===== config.mk =====
export PLATFORM = sky130hd
export DESIGN_NAME = charset_key_enumerator_unit
export DESIGN_NICKNAME = d
export VERILOG_FILES = /design/src/hw/rtl/ckey_pkg.sv /design/src/hw/rtl/ckey_ram.sv /design/src/hw/rtl/ckey_div.sv /design/src/hw/rtl/charset_key_enumerator_unit.sv
export SDC_FILE = /design/constraint.sdc
export NUM_CORES = 2
export LEC_CHECK = 0
export ABC_AREA = 1
export BUFFER_PORTS_ARGS = -buffer_cell sky130_fd_sc_hd__buf_2
export CORE_ASPECT_RATIO = 0.75
export CORE_UTILIZATION = 50
export DETAILED_ROUTE_END_ITERATION = 7
export HOLD_SLACK_MARGIN = 0.1
export PLACE_DENSITY = 0.65
export SLEW_MARGIN = 20
export SYNTH_ARGS = -nofsm -noshare
export SYNTH_HDL_FRONTEND = slang
export SYNTH_SLANG_ARGS = --single-unit

===== constraint.sdc =====
create_clock -name aclk -period 6.79 [get_ports aclk]
set_input_delay 1.358 -clock aclk [delete_from_list [all_inputs] [get_ports aclk]]
set_output_delay 1.358 -clock aclk [all_outputs]
set_load 0.01 [all_outputs]

===== src/hw/rtl/ckey_pkg.sv =====
// shared constants and operation codes for the charset key enumerator
// no dependencies; used by every module of the block
`default_nettype none

package ckey_pkg;

    // default sizing
    localparam int MAX_KEY_LEN_DEF    = 14;
    localparam int CHARSET_DEPTH_DEF  = 256;
    localparam int POSITION_WIDTH_DEF = 64;

    // fixed field widths
    localparam int OP_W       = 2;
    localparam int CHAR_W     = 8;
    localparam int SIZE_W     = 9;
    localparam int CHARPOS_W  = 4;
    localparam int M_DATA_W   = 16;

    localparam logic [SIZE_W-1:0] CHARSET_SIZE_RST = 9'd26;
    localparam logic [SIZE_W-1:0] CHARSET_SIZE_MIN = 9'd2;

    // operation codes carried in s_tuser
    localparam logic [OP_W-1:0] OP_LOAD    = 2'd0;
    localparam logic [OP_W-1:0] OP_SEED    = 2'd1;
    localparam logic [OP_W-1:0] OP_ADVANCE = 2'd2;

endpackage

`default_nettype wire


===== src/hw/rtl/ckey_ram.sv =====
// generic single-write, single-read ram with registered read data
// depends on ckey_pkg for default sizing
`default_nettype none

module ckey_ram #(
    parameter int WIDTH = ckey_pkg::CHAR_W,
    parameter int DEPTH = ckey_pkg::CHARSET_DEPTH_DEF,
    localparam int ADDR_W = (DEPTH > 1) ? $clog2(DEPTH) : 1
) (
    input  wire logic              aclk,
    input  wire logic              we,
    input  wire logic [ADDR_W-1:0] waddr,
    input  wire logic [WIDTH-1:0]  wdata,
    input  wire logic              re,
    input  wire logic [ADDR_W-1:0] raddr,
    output logic      [WIDTH-1:0]  rdata
);

    logic [WIDTH-1:0] mem [DEPTH];

    always_ff @(posedge aclk) begin
        if (we) begin
            mem[waddr] <= wdata;
        end
        if (re) begin
            rdata <= mem[raddr];
        end
    end

endmodule

`default_nettype wire


===== src/hw/rtl/ckey_div.sv =====
// restoring divider, one quotient bit per cycle, divisor up to 256
// depends on ckey_pkg for widths
`default_nettype none

module ckey_div #(
    parameter int POSITION_WIDTH = ckey_pkg::POSITION_WIDTH_DEF
) (
    input  wire logic                          aclk,
    input  wire logic                          aresetn,
    input  wire logic                          start,
    input  wire logic [POSITION_WIDTH-1:0]     dividend,
    input  wire logic [ckey_pkg::SIZE_W-1:0]   divisor,
    output logic                               done,
    output logic      [POSITION_WIDTH-1:0]     quotient,
    output logic      [ckey_pkg::CHAR_W-1:0]   remainder
);
    import ckey_pkg::*;

    localparam int CNT_W = $clog2(POSITION_WIDTH + 1);

    logic                      busy_reg, busy_next;
    logic                      done_reg, done_next;
    logic [CNT_W-1:0]          cnt_reg, cnt_next;
    logic [POSITION_WIDTH-1:0] quot_reg, quot_next;
    logic [CHAR_W-1:0]         rem_reg, rem_next;
    logic [SIZE_W-1:0]         shifted;
    logic [SIZE_W-1:0]         diff;
    logic                      ge;

    always_comb begin
        shifted   = {rem_reg, quot_reg[POSITION_WIDTH-1]};
        ge        = (shifted >= divisor);
        diff      = shifted - divisor;
        busy_next = busy_reg;
        done_next = 1'b0;
        cnt_next  = cnt_reg;
        quot_next = quot_reg;
        rem_next  = rem_reg;
        if (start) begin
            busy_next = 1'b1;
            cnt_next  = CNT_W'(POSITION_WIDTH);
            quot_next = dividend;
            rem_next  = '0;
        end else if (busy_reg) begin
            quot_next = {quot_reg[POSITION_WIDTH-2:0], ge};
            rem_next  = ge ? diff[CHAR_W-1:0] : shifted[CHAR_W-1:0];
            cnt_next  = cnt_reg - 1'b1;
            if (cnt_reg == CNT_W'(1)) begin
                busy_next = 1'b0;
                done_next = 1'b1;
            end
        end
    end

    always_ff @(posedge aclk) begin
        if (!aresetn) begin
            busy_reg <= 1'b0;
            done_reg <= 1'b0;
            cnt_reg  <= '0;
        end else begin
            busy_reg <= busy_next;
            done_reg <= done_next;
            cnt_reg  <= cnt_next;
        end
        quot_reg <= quot_next;
        rem_reg  <= rem_next;
    end

    assign done      = done_reg;
    assign quotient  = quot_reg;
    assign remainder = rem_reg;

endmodule

`default_nettype wire


===== src/hw/rtl/charset_key_enumerator_unit.sv =====
// charset key enumerator: load / seed / advance with key emission, one char per transfer
// seed: one division in the shared divider per digit (up to MAX_KEY_LEN digits)
// advance: add one to the lowest digit, carrying past top-value digits; a carry out adds a zero digit
// emission: table read, then output register; one char per cycle while m_tready is high
// load: no results; s_tready is low from a seed or advance until its last char is registered
// reset (aresetn low, synchronous): size 26, key one digit of zero; charset table not cleared
`default_nettype none

module charset_key_enumerator_unit #(
    parameter int MAX_KEY_LEN    = ckey_pkg::MAX_KEY_LEN_DEF,
    parameter int CHARSET_DEPTH  = ckey_pkg::CHARSET_DEPTH_DEF,
    parameter int POSITION_WIDTH = ckey_pkg::POSITION_WIDTH_DEF,
    localparam int S_DATA_W = ((POSITION_WIDTH + 16 + 7) / 8) * 8
) (
    input  wire logic                            aclk,
    input  wire logic                            aresetn,
    // configuration: charset_size
    input  wire logic                            cfg_we,
    input  wire logic [ckey_pkg::SIZE_W-1:0]     cfg_wdata,
    // input stream
    input  wire logic                            s_tvalid,
    output logic                                 s_tready,
    // table_index [7:0], table_char [15:8], start_position above, zero pad
    input  wire logic [S_DATA_W-1:0]             s_tdata,
    // operation [1:0]
    input  wire logic [ckey_pkg::OP_W-1:0]       s_tuser,
    // result stream
    output logic                                 m_tvalid,
    input  wire logic                            m_tready,
    // key_char [7:0], char_position [11:8], zero pad [15:12]
    output logic      [ckey_pkg::M_DATA_W-1:0]   m_tdata,
    // last_char
    output logic                                 m_tlast,
    // length_overflow
    output logic                                 m_tuser
);
    import ckey_pkg::*;

    localparam int CNT_W  = $clog2(MAX_KEY_LEN + 1);
    localparam int IDX_W  = (MAX_KEY_LEN > 1) ? $clog2(MAX_KEY_LEN) : 1;
    localparam int ADDR_W = $clog2(CHARSET_DEPTH);

    // sequencer states
    localparam logic [2:0] ST_IDLE      = 3'd0;
    localparam logic [2:0] ST_SEED_KICK = 3'd1;
    localparam logic [2:0] ST_SEED_WAIT = 3'd2;
    localparam logic [2:0] ST_ADV       = 3'd3;
    localparam logic [2:0] ST_ADV_GROW  = 3'd4;
    localparam logic [2:0] ST_EMIT      = 3'd5;

    // input field split
    logic [CHAR_W-1:0]         in_index;
    logic [CHAR_W-1:0]         in_char;
    logic [POSITION_WIDTH-1:0] in_pos;
    logic                      s_xfer;

    assign in_index = s_tdata[7:0];
    assign in_char  = s_tdata[15:8];
    assign in_pos   = s_tdata[16 +: POSITION_WIDTH];

    // configuration and clamped charset size
    logic [SIZE_W-1:0] size_reg;
    logic [SIZE_W-1:0] eff_size;
    logic [SIZE_W-1:0] last_digit;

    always_comb begin
        if (size_reg < CHARSET_SIZE_MIN) begin
            eff_size = CHARSET_SIZE_MIN;
        end else if (size_reg > SIZE_W'(CHARSET_DEPTH)) begin
            eff_size = SIZE_W'(CHARSET_DEPTH);
        end else begin
            eff_size = size_reg;
        end
        last_digit = eff_size - 1'b1;
    end

    // sequencer and key state
    logic [2:0]                state_reg, state_next;
    logic [CNT_W-1:0]          idx_reg, idx_next;
    logic [CNT_W-1:0]          len_reg, len_next;
    logic [POSITION_WIDTH-1:0] num_reg, num_next;
    logic                      ovf_reg, ovf_next;
    logic [CHAR_W-1:0]         key_digits_reg [MAX_KEY_LEN];
    logic                      dig_we;
    logic [CHAR_W-1:0]         dig_wdata;
    logic [CHAR_W-1:0]         cur_digit;
    logic [CNT_W:0]            idx_inc;

    // emission pipeline: ram read, then output register
    logic                      rd_issue;
    logic                      rd_pend_reg, rd_pend_next;
    logic [CNT_W-1:0]          pend_idx_reg, pend_idx_next;
    logic [CNT_W:0]            pend_inc;
    logic                      load_out;
    logic                      out_valid_reg, out_valid_next;
    logic [CHAR_W-1:0]         out_char_reg, out_char_next;
    logic [CHARPOS_W-1:0]      out_pos_reg, out_pos_next;
    logic                      out_last_reg, out_last_next;
    logic                      out_ovf_reg, out_ovf_next;
    logic [CNT_W+CHARPOS_W-1:0] pend_pos_ext;

    // charset table
    logic              ram_we;
    logic [CHAR_W-1:0] ram_rdata;

    // shared divider
    logic                      div_start;
    logic                      div_done;
    logic [POSITION_WIDTH-1:0] div_quot;
    logic [CHAR_W-1:0]         div_rem;

    assign s_tready  = (state_reg == ST_IDLE);
    assign s_xfer    = s_tvalid && s_tready;
    assign cur_digit = key_digits_reg[idx_reg[IDX_W-1:0]];
    assign idx_inc   = {1'b0, idx_reg} + {{CNT_W{1'b0}}, 1'b1};

    ckey_ram #(
        .WIDTH (CHAR_W),
        .DEPTH (CHARSET_DEPTH)
    ) u_table (
        .aclk  (aclk),
        .we    (ram_we),
        .waddr (in_index[ADDR_W-1:0]),
        .wdata (in_char),
        .re    (rd_issue),
        .raddr (cur_digit[ADDR_W-1:0]),
        .rdata (ram_rdata)
    );

    ckey_div #(
        .POSITION_WIDTH (POSITION_WIDTH)
    ) u_div (
        .aclk      (aclk),
        .aresetn   (aresetn),
        .start     (div_start),
        .dividend  (num_reg),
        .divisor   (eff_size),
        .done      (div_done),
        .quotient  (div_quot),
        .remainder (div_rem)
    );

    // output register handshake
    assign load_out = rd_pend_reg && (!out_valid_reg || m_tready);

    always_comb begin
        state_next    = state_reg;
        idx_next      = idx_reg;
        len_next      = len_reg;
        num_next      = num_reg;
        ovf_next      = ovf_reg;
        dig_we        = 1'b0;
        dig_wdata     = '0;
        div_start     = 1'b0;
        rd_issue      = 1'b0;
        ram_we        = 1'b0;
        pend_idx_next = pend_idx_reg;

        unique case (state_reg)
            ST_IDLE: begin
                if (s_xfer) begin
                    unique case (s_tuser)
                        OP_LOAD: begin
                            // indexes beyond the table are dropped
                            ram_we = ({1'b0, in_index} < SIZE_W'(CHARSET_DEPTH));
                        end
                        OP_SEED: begin
                            num_next   = in_pos;
                            idx_next   = '0;
                            ovf_next   = 1'b0;
                            state_next = ST_SEED_KICK;
                        end
                        OP_ADVANCE: begin
                            idx_next   = '0;
                            ovf_next   = 1'b0;
                            state_next = ST_ADV;
                        end
                        default: begin
                            // unused code, no effect
                        end
                    endcase
                end
            end

            ST_SEED_KICK: begin
                div_start  = 1'b1;
                state_next = ST_SEED_WAIT;
            end

            ST_SEED_WAIT: begin
                if (div_done) begin
                    dig_we    = 1'b1;
                    dig_wdata = div_rem;
                    if (div_quot == '0) begin
                        len_next   = idx_inc[CNT_W-1:0];
                        idx_next   = '0;
                        state_next = ST_EMIT;
                    end else if (idx_inc >= (CNT_W+1)'(MAX_KEY_LEN)) begin
                        // more digits than fit: keep the low ones
                        ovf_next   = 1'b1;
                        len_next   = CNT_W'(MAX_KEY_LEN);
                        idx_next   = '0;
                        state_next = ST_EMIT;
                    end else begin
                        idx_next   = idx_inc[CNT_W-1:0];
                        num_next   = div_quot;
                        state_next = ST_SEED_KICK;
                    end
                end
            end

            ST_ADV: begin
                dig_we = 1'b1;
                if ({1'b0, cur_digit} >= last_digit) begin
                    // wrap this place and carry
                    dig_wdata = '0;
                    if (idx_inc >= {1'b0, len_reg}) begin
                        if (len_reg < CNT_W'(MAX_KEY_LEN)) begin
                            idx_next   = idx_inc[CNT_W-1:0];
                            state_next = ST_ADV_GROW;
                        end else begin
                            ovf_next   = 1'b1;
                            idx_next   = '0;
                            state_next = ST_EMIT;
                        end
                    end else begin
                        idx_next = idx_inc[CNT_W-1:0];
                    end
                end else begin
                    dig_wdata  = cur_digit + 1'b1;
                    idx_next   = '0;
                    state_next = ST_EMIT;
                end
            end

            ST_ADV_GROW: begin
                // new most significant place
                dig_we     = 1'b1;
                dig_wdata  = '0;
                len_next   = idx_inc[CNT_W-1:0];
                idx_next   = '0;
                state_next = ST_EMIT;
            end

            ST_EMIT: begin
                rd_issue = (idx_reg < len_reg) && (!rd_pend_reg || load_out);
                if (rd_issue) begin
                    idx_next      = idx_inc[CNT_W-1:0];
                    pend_idx_next = idx_reg;
                end
                if ((idx_reg == len_reg) && !rd_pend_reg) begin
                    state_next = ST_IDLE;
                end
            end

            default: begin
                state_next = ST_IDLE;
            end
        endcase
    end

    // read in flight and output register
    always_comb begin
        pend_inc     = {1'b0, pend_idx_reg} + {{CNT_W{1'b0}}, 1'b1};
        pend_pos_ext = {{CHARPOS_W{1'b0}}, pend_idx_reg};
        if (rd_issue) begin
            rd_pend_next = 1'b1;
        end else if (load_out) begin
            rd_pend_next = 1'b0;
        end else begin
            rd_pend_next = rd_pend_reg;
        end

        out_char_next  = out_char_reg;
        out_pos_next   = out_pos_reg;
        out_last_next  = out_last_reg;
        out_ovf_next   = out_ovf_reg;
        if (load_out) begin
            out_valid_next = 1'b1;
            out_char_next  = ram_rdata;
            out_pos_next   = pend_pos_ext[CHARPOS_W-1:0];
            out_last_next  = (pend_inc == {1'b0, len_reg});
            out_ovf_next   = ovf_reg;
        end else if (m_tready) begin
            out_valid_next = 1'b0;
        end else begin
            out_valid_next = out_valid_reg;
        end
    end

    always_ff @(posedge aclk) begin
        if (!aresetn) begin
            state_reg     <= ST_IDLE;
            size_reg      <= CHARSET_SIZE_RST;
            idx_reg       <= '0;
            len_reg       <= CNT_W'(1);
            rd_pend_reg   <= 1'b0;
            out_valid_reg <= 1'b0;
            ovf_reg       <= 1'b0;
            for (int i = 0; i < MAX_KEY_LEN; i++) begin
                key_digits_reg[i] <= '0;
            end
        end else begin
            state_reg     <= state_next;
            idx_reg       <= idx_next;
            len_reg       <= len_next;
            rd_pend_reg   <= rd_pend_next;
            out_valid_reg <= out_valid_next;
            ovf_reg       <= ovf_next;
            if (cfg_we) begin
                size_reg <= cfg_wdata;
            end
            if (dig_we) begin
                key_digits_reg[idx_reg[IDX_W-1:0]] <= dig_wdata;
            end
        end
        num_reg      <= num_next;
        pend_idx_reg <= pend_idx_next;
        out_char_reg <= out_char_next;
        out_pos_reg  <= out_pos_next;
        out_last_reg <= out_last_next;
        out_ovf_reg  <= out_ovf_next;
    end

    // result channel
    assign m_tvalid = out_valid_reg;
    assign m_tdata  = {{(M_DATA_W - CHAR_W - CHARPOS_W){1'b0}}, out_pos_reg, out_char_reg};
    assign m_tlast  = out_last_reg;
    assign m_tuser  = out_ovf_reg;

endmodule

`default_nettype wire


==> metrics.md <==
| Metric | Value |
|---|---|
| Ys Warns | `0` |
| Yosys top cell by area | `edfxtp_1` |
| Hpwl dp | `175000 um` |
| Status | `complete, no violations` |
| Cts hold-fix bufs | `0` |
| Clock Skew | `55.4 ps` |
| Mux contribution to synthesized area | `0%` |
| GRT Overall Usage | `28.2%` |
| Core area | `0.206 sq mm` |
| IO Pins | `116` |
| GRT Residual Overflow | `0` |
| R2R cell count | `16` |
| Synth Cell Area | `0.104 sq mm` |
| Clk slew on worst S/H paths | `60 ps` |
| Routed WL per cell | `24.0 um` |
| Vias per inst | `5.78` |
| PortBufs | `111` |
| Final Util | `55.3%` |
| Largest register FFs | `2048` |
| # fillers | `17400` |
| Post-CTS Setup Inserts | `0` |
| Setup TNS | `0 ps` |
| First-iteration detailed-routing DRC count | `10700` |
| WP data arrival | `5690 ps` |
| CP max stage delay | `800 ps` |
| PD cells | `378 mW/mm^2` |
| Area contributors post-synth | `edfxtp_1 (67%), nand2_1 (8.8%), nand3_1 (6.5%), inv_1 (3.5%), nand3b_1 (3.1%)` |
| Power Total | `0.0431 W` |
| Vias in the first global route | `67100` |
| Max clock buf depth | `4` |
| Crit path time final | `5090 ps` |
| Clock Sink Count | `2374` |
| RR Endpoint | `u_table.rdata[3]` |
| CP top delay family | `simple AND/OR/NAND/NOR gates` |
| Yosys cell types | `54` |
| Critical setup path kind | `flip-flop to flip-flop` |
| Syn Area/Cell | `10.7 sq um` |
| CP max FO | `61` |
| Global-route wire length before repair | `442000 um` |
| Critical path buffers and inverters | `3` |
| Final setup fails | `0` |
| Largest net degree at the start of global routing | `194` |
| Vert. Die Dim | `397 um` |
| Antenna-violating nets left | `0` |
| Data required, critical path | `7390 ps` |
| CTS tree | `yes` |
| Worst reg-to-reg setup slack | `1700 ps` |
| Cell Chain, Critical Path | `inv_1 -> nand3_1 -> nand3_1 -> nand2_8 -> inv_8 -> nor2_4 -> buf_4 -> nand3_1 -> nand3_1 -> nor2_1 -> nor2_1 -> nand3_1 -> nand3_1 -> nand2_1 -> nand2_1 -> nand2_1` |
| Gpl congestion | `0.915` |
| Nets | `9756` |
| Largest family of logic cells by synthesized area | `simple AND/OR/NAND/NOR gates` |
| HP Class | `flip-flop to flip-flop` |
| Die extent in x | `529 um` |
| XOR/XNOR Fraction of Synth Area | `0.193%` |
| Final WL | `302000 um` |
| Rel. slew slack | `5.37%` |
| Antenna violations before repair | `22` |
| Vias | `72700` |
| Slew Viols, Final | `0` |
| Critical path depth | `16` |
| Leak pwr | `43.0 nW` |
| Layout Cells excl Fill | `12600` |
| Synth Area in Compound Gates | `3.09%` |
| Peak VDD IR | `0.288 mV` |
| Max capacitance violation total | `0` |
| Slowest cell on crit path | `nor2_1` |
| H-tree Lvls | `4` |
| CTS resizes | `0` |
| Setup crit end kind | `flip-flop` |
| Yosys top cell area share | `67.1%` |
| CTS root buf | `clkbuf_16` |
| Post-Synth Adder-Cell Area | `0.464%` |
| P&R area growth vs syn | `9.40%` |
| FMAX | `197 MHz` |
| Crit path capture | `u_table.rdata[3]` |
| Mapped Cells | `9735` |
| Layout cell share with drive strength beyond 1 | `6.07%` |
| Die footprint | `0.210 sq mm` |
| Number of synthesized register bits | `2374` |
| Final Hold Fails | `0` |
| DP Cell Count | `12200` |
| Seq/Total Area, Yosys | `68.0%` |
| Worst-Skew Late Latency | `900 ps` |
| 1st-pass router iterations | `8` |
| RSZ-0062 raised after global routing | `false` |
| Fin crit share | `74.9%` |
| Initial core utilization | `50.5%` |
| Setup crit start kind | `flip-flop` |
| Worst Max-Slew Pin Slew | `1420 ps` |
| DR DRC count | `0` |
| Simple-gate portion of the synthesized area | `22.0%` |
| Most frequent CP cell | `nand3_1` |
| Row count | `144` |
| Worst hold slack | `474 ps` |
| Number of CTS-inserted buffers | `228` |
==> synthesized netlist by cell type, drive strengths merged <==
library cell  count
nand3b          436
a22oi             2
inv             978
nor3             19
or2              30
a221o             1
clkbuf          224
nor2            849
a21o              1
nor4             17
fa                1
clkinv            8
xor2             13
a221oi            2
a31oi             6
o21ba             1
dfxtp            44
nand3          1365
a32o              1
a21boi            1
o21bai            2
conb              1
nand2          2446
a21oi           127
buf             366
a211oi            2
ha               37
o21ai           263
o21a              4
edfxtp         2330
xnor2            10
o41ai             1
or3               1
o221ai            7
nor3b             2
o211ai          129
o221a             1
o22ai             2
nand4             5
==> cells in the final DEF (no fill, tap or decap), drive strengths merged, types with 30 or more instances in the layout <==
cell,instances
a21oi,127
nand2,2446
edfxtp,2330
o21ai,263
inv,978
clkinv,108
nand3b,436
nand3,1365
ha,37
buf,244
dfxtp,44
or2,30
nor2,849
clkbuf,285
o211ai,129
==> final cells by class <==
class	count	area (sq um)	share of cell area [%]
multi-input cells	5788	27000	23.7
repair buffers	244	2110	1.85
inverters	986	3730	3.27
flip-flops and latches	2374	70800	62.1
clock buffers	285	5960	5.23
diodes	6	15.0	0.0132
well taps	2774	3470	3.04
clock inverters	120	881	0.773
==> how the worst min path moves through the flow <==
stage / start / to / slack (ps) / cells past startpoint
finish: u_div.busy_reg / u_div.done / 470 / 2
global route: u_div.busy_reg / u_div.done / 520 / 2
CTS: u_div.busy_reg / u_div.done / 480 / 2
detailed placement: u_div.busy_reg / u_div.done / 470 / 2
global placement: u_div.busy_reg / u_div.done / 460 / 2
floorplan: u_table.rdata[0] / out_char_reg[0] / 400 / 0
==> cell families (layout without fill, tap and decap cells) <==
family / count (synthesis) / in the layout
other: 1 / 10
adders and majority gates: 38 / 38
and+or+nand+nor: 5170 / 5170
buffers and inverters: 1576 / 1635
DFF: 2374 / 2374
AOI/OAI and AO/OA: 553 / 553
xor gates and xnor gates: 23 / 23
==> through the flow <==
stage / instance area (sq um) / setup slack, ps
4_1_cts: 114000 / 1850
3_3_place_gp: 107000 / 1770
6_report: 114000 / 1700
5_1_grt: 114000 / 1520
3_5_place_dp: 107000 / 1730
2_1_floorplan: 104000 / 180
==> routing by layer <==
layer,track usage [%],share of wire [%]
met5,0,0.024
met4,8.01,2.7
met3,7.44,13
met2,39.7,42
met1,42.9,42
==> where the power goes <==
group | internal (W) | switching [W]
clock | 0.00663 | 0.00550
sequential | 0.0168 | 0.000253
combinational | 0.00355 | 0.0103
==> worst register-to-register path: stages (launching register included) <==
cell	delay [ps]
dfxtp_1	770
inv_1	470
nand3_1	200
nand3_1	260
nand2_8	320
inv_8	260
nor2_4	770
buf_4	270
nand3_1	70
nand3_1	70
nor2_1	80
nor2_1	800
nand3_1	150
nand3_1	120
nand2_1	70
nand2_1	80
nand2_1	70
Note: power is estimated with default switching activity, not from simulation.
